**config.mk**
```make
export PLATFORM = sky130hd
export DESIGN_NAME = serial_key_escape_decoder_core_flat
export DESIGN_NICKNAME = d
export VERILOG_FILES = /design/src/rtl/skesc_pkg.sv /design/src/rtl/skesc_channels.sv /design/src/rtl/serial_key_escape_decoder_core.sv /design/src/rtl/skesc_parser.sv /design/src/flat_wrapper.sv
export SDC_FILE = /design/constraint.sdc
export NUM_CORES = 1
export LEC_CHECK = 0
export ABC_AREA = 1
export BUFFER_PORTS_ARGS = -buffer_cell sky130_fd_sc_hd__buf_2
export CORE_UTILIZATION = 52
export DETAILED_ROUTE_END_ITERATION = 8
export PLACE_DENSITY = 0.88
export SLEW_MARGIN = 20
export SYNTH_ARGS = -nofsm -noshare
export SYNTH_HDL_FRONTEND = slang
export SYNTH_HIERARCHICAL = 1
export SYNTH_SLANG_ARGS = --single-unit
export TNS_END_PERCENT = 10
```
**constraint.sdc**
```tcl
create_clock -name clock -period 2.4 [get_ports clock]
set_input_delay 0.24 -clock clock [delete_from_list [all_inputs] [get_ports clock]]
set_output_delay 0.24 -clock clock [all_outputs]
set_load 0.02 [all_outputs]
```
**src/rtl/skesc_pkg.sv**
```systemverilog
// Shared types and character constants for the serial key escape decoder.
`default_nettype none

package skesc_pkg;

   // Operation codes carried in each request word.
   localparam logic [1:0] OP_BYTE   = 2'd0;
   localparam logic [1:0] OP_BUTTON = 2'd1;
   localparam logic [1:0] OP_FLUSH  = 2'd2;

   // Characters the parser recognises.
   localparam logic [7:0] CH_NUL       = 8'h00;
   localparam logic [7:0] CH_ESC       = 8'h1B;
   localparam logic [7:0] CH_LBRACKET  = 8'h5B;
   localparam logic [7:0] CH_DIGIT_0   = 8'h30;
   localparam logic [7:0] CH_DIGIT_9   = 8'h39;
   localparam logic [7:0] CH_UPPER_A   = 8'h41;
   localparam logic [7:0] CH_UPPER_B   = 8'h42;
   localparam logic [7:0] CH_UPPER_C   = 8'h43;
   localparam logic [7:0] CH_UPPER_D   = 8'h44;
   localparam logic [7:0] CH_UPPER_P   = 8'h50;
   localparam logic [7:0] CH_UPPER_Q   = 8'h51;
   localparam logic [7:0] CH_UPPER_S   = 8'h53;
   localparam logic [7:0] CH_UPPER_W   = 8'h57;
   localparam logic [7:0] CH_LOWER_A   = 8'h61;
   localparam logic [7:0] CH_LOWER_B   = 8'h62;
   localparam logic [7:0] CH_LOWER_D   = 8'h64;
   localparam logic [7:0] CH_LOWER_P   = 8'h70;
   localparam logic [7:0] CH_LOWER_Q   = 8'h71;
   localparam logic [7:0] CH_LOWER_S   = 8'h73;
   localparam logic [7:0] CH_LOWER_W   = 8'h77;
   localparam logic [7:0] CH_BACKSPACE = 8'h08;
   localparam logic [7:0] CH_LF        = 8'h0A;
   localparam logic [7:0] CH_CR        = 8'h0D;
   localparam logic [7:0] CH_SPACE     = 8'h20;
   localparam logic [7:0] CH_BACKSLASH = 8'h5C;

   // Arrow flag positions.
   localparam logic [3:0] ARROW_UP    = 4'b0001;
   localparam logic [3:0] ARROW_DOWN  = 4'b0010;
   localparam logic [3:0] ARROW_LEFT  = 4'b0100;
   localparam logic [3:0] ARROW_RIGHT = 4'b1000;

   // Letter flag positions.
   localparam logic [6:0] LETTER_W = 7'b0000001;
   localparam logic [6:0] LETTER_S = 7'b0000010;
   localparam logic [6:0] LETTER_A = 7'b0000100;
   localparam logic [6:0] LETTER_D = 7'b0001000;
   localparam logic [6:0] LETTER_Q = 7'b0010000;
   localparam logic [6:0] LETTER_P = 7'b0100000;
   localparam logic [6:0] LETTER_B = 7'b1000000;

   typedef struct packed {
      logic [1:0] operation;
      logic [7:0] rx_byte;
      logic       eject_pressed;
      logic       power_pressed;
   } req_item_type;

   typedef struct packed {
      logic [3:0] arrow_keys;
      logic [6:0] letter_keys;
      logic       enter_key;
      logic       backspace_key;
      logic       interrupt_key;
      logic       eject_key;
      logic       power_key;
   } rsp_item_type;

endpackage

`default_nettype wire

```
**src/rtl/skesc_channels.sv**
```systemverilog
// Valid/ready channel interfaces for the request and response words.
`default_nettype none

interface skesc_req_if;
   import skesc_pkg::*;
   logic         valid;
   logic         ready;
   req_item_type data;
   modport source (output valid, output data, input ready);
   modport sink (input valid, input data, output ready);
endinterface

interface skesc_rsp_if;
   import skesc_pkg::*;
   logic         valid;
   logic         ready;
   rsp_item_type data;
   modport source (output valid, output data, input ready);
   modport sink (input valid, input data, output ready);
endinterface

`default_nettype wire

```
**src/rtl/serial_key_escape_decoder_core.sv**
```systemverilog
// Top level of the serial key escape decoder: request register, parser, response register.
`default_nettype none

// The decoder turns a stream of request words into key flag words, one response word for
// every request word and in the same order. A request word carries an operation: a received
// serial byte, a sample of the eject and power buttons, or a flush that clears the parser.
// Serial bytes pass through a small escape parser that recognises ESC [ sequences for the
// arrow keys and maps plain letters, enter characters, backspace and backslash to flags.
//
// Both channels use valid/ready; a word moves at a rising clock edge where both are high.
// A request word is captured in the request register, decoded by the parser from that register
// and loaded into the response register, from which its response word is offered. The
// block takes one word per cycle, sustained: the request register empties into the
// response register in the same cycle in which the response register hands its word on,
// so only the response side can slow the flow.
//
// When the receiver holds ready low, the response word waits in its register and one
// further request word is held in the request register; ready on the request side then
// falls until the receiver takes the waiting word. Reset is synchronous and active high:
// it empties both registers and returns the parser to its idle state outside any sequence.

module serial_key_escape_decoder_core (
   input  wire          clock,
   input  wire          reset,
   skesc_req_if.sink    req_chan,
   skesc_rsp_if.source  rsp_chan
);
   import skesc_pkg::*;

   logic         in_valid_ff, in_valid_in;
   req_item_type in_item_ff;
   logic         out_valid_ff, out_valid_in;
   rsp_item_type out_item_ff;
   rsp_item_type decoded;
   logic         out_load;
   logic         req_take;

   // The response register can take a new word when it is empty or being emptied now.
   assign out_load = in_valid_ff && (!out_valid_ff || rsp_chan.ready);

   // The request register is free when it is empty or its word moves on this cycle.
   assign req_chan.ready = !in_valid_ff || out_load;
   assign req_take       = req_chan.valid && req_chan.ready;

   assign in_valid_in  = req_take || (in_valid_ff && !out_load);
   assign out_valid_in = out_load || (out_valid_ff && !rsp_chan.ready);

   skesc_parser u_parser (
      .clock   (clock),
      .reset   (reset),
      .advance (out_load),
      .item    (in_item_ff),
      .result  (decoded)
   );

   always_ff @(posedge clock) begin
      if (reset) begin
         in_valid_ff  <= 1'b0;
         out_valid_ff <= 1'b0;
      end else begin
         in_valid_ff  <= in_valid_in;
         out_valid_ff <= out_valid_in;
      end
   end

   // Payload registers load only when their stage takes a word.
   always_ff @(posedge clock) begin
      if (req_take) begin
         in_item_ff <= req_chan.data;
      end
      if (out_load) begin
         out_item_ff <= decoded;
      end
   end

   assign rsp_chan.valid = out_valid_ff;
   assign rsp_chan.data  = out_item_ff;

endmodule

`default_nettype wire

```
**src/rtl/skesc_parser.sv**
```systemverilog
// Escape sequence parser state and key decode for one request word.
`default_nettype none

module skesc_parser (
   input  wire                     clock,
   input  wire                     reset,
   input  wire                     advance,
   input  wire skesc_pkg::req_item_type item,
   output skesc_pkg::rsp_item_type result
);
   import skesc_pkg::*;

   typedef enum logic [1:0] {
      ESC_IDLE,
      ESC_SEEN,
      ESC_SWALLOW
   } esc_state_type;

   esc_state_type esc_ff, esc_in;
   logic          csi_ff, csi_in;

   always_comb begin
      result = '0;
      esc_in = esc_ff;
      csi_in = csi_ff;
      case (item.operation)
         OP_BYTE: begin
            if (item.rx_byte == CH_NUL) begin
               // NUL is dropped in every state.
            end else if (csi_ff) begin
               if (!(item.rx_byte >= CH_DIGIT_0 && item.rx_byte <= CH_DIGIT_9)) begin
                  case (item.rx_byte)
                     CH_UPPER_A: result.arrow_keys = ARROW_UP;
                     CH_UPPER_B: result.arrow_keys = ARROW_DOWN;
                     CH_UPPER_C: result.arrow_keys = ARROW_RIGHT;
                     CH_UPPER_D: result.arrow_keys = ARROW_LEFT;
                     default:    result.arrow_keys = '0;
                  endcase
                  csi_in = 1'b0;
               end
            end else if (esc_ff != ESC_IDLE) begin
               if (esc_ff == ESC_SEEN && item.rx_byte == CH_LBRACKET) begin
                  csi_in = 1'b1;
                  esc_in = ESC_IDLE;
               end else begin
                  esc_in = ESC_SWALLOW;
               end
            end else begin
               case (item.rx_byte)
                  CH_ESC:                   esc_in = ESC_SEEN;
                  CH_UPPER_W, CH_LOWER_W:   result.letter_keys = LETTER_W;
                  CH_UPPER_S, CH_LOWER_S:   result.letter_keys = LETTER_S;
                  CH_UPPER_A, CH_LOWER_A:   result.letter_keys = LETTER_A;
                  CH_UPPER_D, CH_LOWER_D:   result.letter_keys = LETTER_D;
                  CH_UPPER_Q, CH_LOWER_Q:   result.letter_keys = LETTER_Q;
                  CH_UPPER_P, CH_LOWER_P:   result.letter_keys = LETTER_P;
                  CH_UPPER_B, CH_LOWER_B:   result.letter_keys = LETTER_B;
                  CH_BACKSPACE:             result.backspace_key = 1'b1;
                  CH_LF, CH_CR, CH_SPACE:   result.enter_key = 1'b1;
                  CH_BACKSLASH:             result.interrupt_key = 1'b1;
                  default:                  result.letter_keys = '0;
               endcase
            end
         end
         OP_BUTTON: begin
            result.eject_key = item.eject_pressed;
            result.power_key = item.power_pressed;
         end
         OP_FLUSH: begin
            esc_in = ESC_IDLE;
            csi_in = 1'b0;
         end
         default: begin
            result = '0;
         end
      endcase
   end

   // State moves only when the word is handed on to the response register.
   always_ff @(posedge clock) begin
      if (reset) begin
         esc_ff <= ESC_IDLE;
         csi_ff <= 1'b0;
      end else if (advance) begin
         esc_ff <= esc_in;
         csi_ff <= csi_in;
      end
   end

endmodule

`default_nettype wire
```
**src/flat_wrapper.sv**
```systemverilog
// flat-port wrapper written by rule: the top's interface ports become plain ports
module serial_key_escape_decoder_core_flat import skesc_pkg::*;
  (clock, reset, req_chan_valid, req_chan_data, req_chan_ready, rsp_chan_valid, rsp_chan_data, rsp_chan_ready);
  skesc_req_if req_chan_i ();
  skesc_rsp_if rsp_chan_i ();
  input  wire clock;
  input  wire reset;
  input wire logic [$bits(req_chan_i.valid)-1:0] req_chan_valid;
  input wire logic [$bits(req_chan_i.data)-1:0] req_chan_data;
  output wire logic [$bits(req_chan_i.ready)-1:0] req_chan_ready;
  output wire logic [$bits(rsp_chan_i.valid)-1:0] rsp_chan_valid;
  output wire logic [$bits(rsp_chan_i.data)-1:0] rsp_chan_data;
  input wire logic [$bits(rsp_chan_i.ready)-1:0] rsp_chan_ready;
  assign req_chan_i.valid = req_chan_valid;
  assign req_chan_i.data = req_chan_data;
  assign req_chan_ready = req_chan_i.ready;
  assign rsp_chan_valid = rsp_chan_i.valid;
  assign rsp_chan_data = rsp_chan_i.data;
  assign rsp_chan_i.ready = rsp_chan_ready;
  serial_key_escape_decoder_core u_core (.clock(clock), .reset(reset), .req_chan(req_chan_i), .rsp_chan(rsp_chan_i));
endmodule
```
==> impl_metrics.toml <==
[outcome]
status = "finished, final reports clean"

[sta]
slew_viol_final = 0
setup_violations = 0
finalHoldViolCount = 0
post-route-period-util_pct = 63.8
hold_ws_ns = 0.0879
fmax_ghz = 0.653
period_minus_slack_ns = 1.53
clock_skew_ns = 0.00589
rsz0062_at_grt = "false"
slew_headroom_pct = 73.1
final.setup.tns_ns = 0
worstMarginPinSlew_ns = 0.403

[worst_setup_path]
crit_buf_inv = 1
cp_cell_sequence = "nor2_4 -> nand2_2 -> nor2_2 -> inv_1 -> nand4_1 -> nor2_1"
endpoint_kind = "flip-flop"
crit_path_top_delay_cell = "edfxtp_1"
worst_path_dominant_cell_family = "simple AND/OR/NAND/NOR gates"
critPathMaxFanout = 7
cp-start-kind = "flip-flop"
worstPathArrival_ns = 1.62
crit_path_max_incr_delay_ns = 0.53
crit_type = "reg -> reg"
regToRegSetupSlack_ns = 0.87
cp.required_ns = 2.49

[global_route]
grt_pass1_vias = 1076
grt_overflow = 0
grt_pass1_wl_um = 4280
antenna_found_initial = 0
track_usage_pct = 18.3
grt_max_degree = 18

[clock_tree]
cts.htree.levels = 2
cts_buffer_depth = 2
cts.repair.resized = 0
cts_setup_buffers = 0
worstSkewPairLatency_ns = 0.32
ctsRootBufferMaster = "clkbuf_4"
numCtsBuffers = 5
cts_tree = "done"
cts.sinks = 33
ctsHoldBuffers = 0
clk_pin_slew_ns = 0.09

[final_layout]
final_area_mm2 = 0.00173
mostFrequentLayoutCell = "buf_2"
drive_gt1_share_pct = 29.6
final_util_pct = 67.3
nets = 202
antenna_cells = 0
layout_common_cells = "buf_2 (33), edfxtp_1 (28), nor2_1 (25), inv_1 (23), nand2_1 (20)"
syn_to_final_growth_pct = 17.3
fillers = 212

[die]
coreArea_mm2 = 0.00257
die_w_um = 55.2
initial_core_util_pct = 57.4
io_pins = 34
die_h_um = 55.2
die_area_mm2 = 0.00305
rows = 18

[route]
drt-total-wl_um = 2530
top_layer_used = "met4"
met3RoutedLength_um = 177
first_pass_iters = 4
vias = 1121
wl_met1_um = 989
drtIter0Drc = 33
wl_per_cell_um = 11.7
via_per_inst = 5.19
antenna_left = 0
wl_met2_um = 1300
drc_errors = 0

[pwr]
ir_drop_mv = 0.459
power_mw = 1.04
powerDensity_mw_per_mm2 = 599
leakage_nw = 0.722

[place]
place_congestion = 0.893
place_area_mm2 = 0.00168
hpwl_um = 1970
numPortBuffers = 33

[min_path]
hold_class = "in -> reg"

[synth]
yosysUniqueCellTypes = 22
synth_top_area_share_pct = 57.1
yosys_warnings = 6
synth.ff_latch_count = 33
synthCells = 145
syn_area_mm2 = 0.00147
seq_area_frac_synth_pct = 63.9
avgSynthCellArea_um2 = 10.2
synth_area_leader_cell = "edfxtp_1"
yosys-top-cells-area = "edfxtp_1 (57%), dfxtp_1 (6.8%), nor2_1 (6.4%)"
syn_nets = 161

[flow_run]
maxCapViolations = 0
[final timing paths]
path / startpoint / to / cells after the start
setup reg to reg: u_core/in_item_ff[5] / u_core/rsp_chan.data[7] / 6
hold / removal: req_chan_data[10] / u_core/in_item_ff[10] / 1
setup / recovery: u_core/in_item_ff[5] / u_core/rsp_chan.data[7] / 6
hold reg to reg: u_core/in_valid_ff / u_core/rsp_chan.valid / 2
[stage by stage]
step / worst slack, ns / std cells
finish: 0.870 / 216
detailed placement: 0.877 / 209
global placement: 0.973 / 209
global route: 0.762 / 216
floorplan: 0.447 / 145
CTS: 0.866 / 216
[state kept, by name, indices dropped and copies added, names as in the netlist]
| register | flops |
|---|---|
| u_core/rsp_chan.data | 16 |
| u_core/in_item_ff | 12 |
| u_core/u_parser/esc_ff | 2 |
| u_core/in_valid_ff | 1 |
| u_core/rsp_chan.valid | 1 |
| u_core/u_parser/csi_ff | 1 |
[Yosys cell counts]
cell       n
nor2_4     2
nand2_2    5
nor2b_1    1
nand2_1   20
inv_1     23
edfxtp_1  28
o21bai_1   1
nor3_1     4
inv_2      1
nor2_2     3
nor2_1    25
o21ai_0    1
nand3_2    2
nor3b_2    1
o21ai_1    1
nand4_1    2
and3_1     2
a21oi_2    2
nand3_1   11
dfxtp_1    5
nor4_1     1
a21oi_1    4
[cells by family after synthesis]
group / count (synthesis) / share of synthesized area (%)
simple gates: 79 / 26.3
flops: 33 / 63.9
compound gates: 9 / 3.74
buf+inv: 24 / 6.12
[layout make-up]
class	count	area [um2]	area share, %
Sequential cell	33	941	54.5
Multi-Input combinational cell	88	442	25.6
Timing Repair Buffer	34	173	9.99
Inverter	24	90.1	5.21
Clock buffer	6	41.3	2.39
Tap cell	30	37.5	2.17
Clock inverter	1	3.75	0.217
[per-layer routing]
| layer | track usage [%] | vias to the layer above |
|---|---|---|
| met4 | 8.21 | 0 |
| li1 | - | 559 |
| met2 | 31.8 | 49 |
| met3 | 7.49 | 8 |
| met5 | 0 | - |
| met1 | 19.2 | 505 |
[worst register-to-register path, cell delays in order, from the launching register on]
cell,delay [ns]
edfxtp_1,0.53
nor2_4,0.21
nand2_2,0.08
nor2_2,0.18
inv_1,0.08
nand4_1,0.15
nor2_1,0.07
[report_power, final]
part	internal (mW)	switching, mW
Combinational	0.0364	0.0675
Clock	0.106	0.158
Sequential	0.648	0.0185
(Power assumes the default switching activity.)
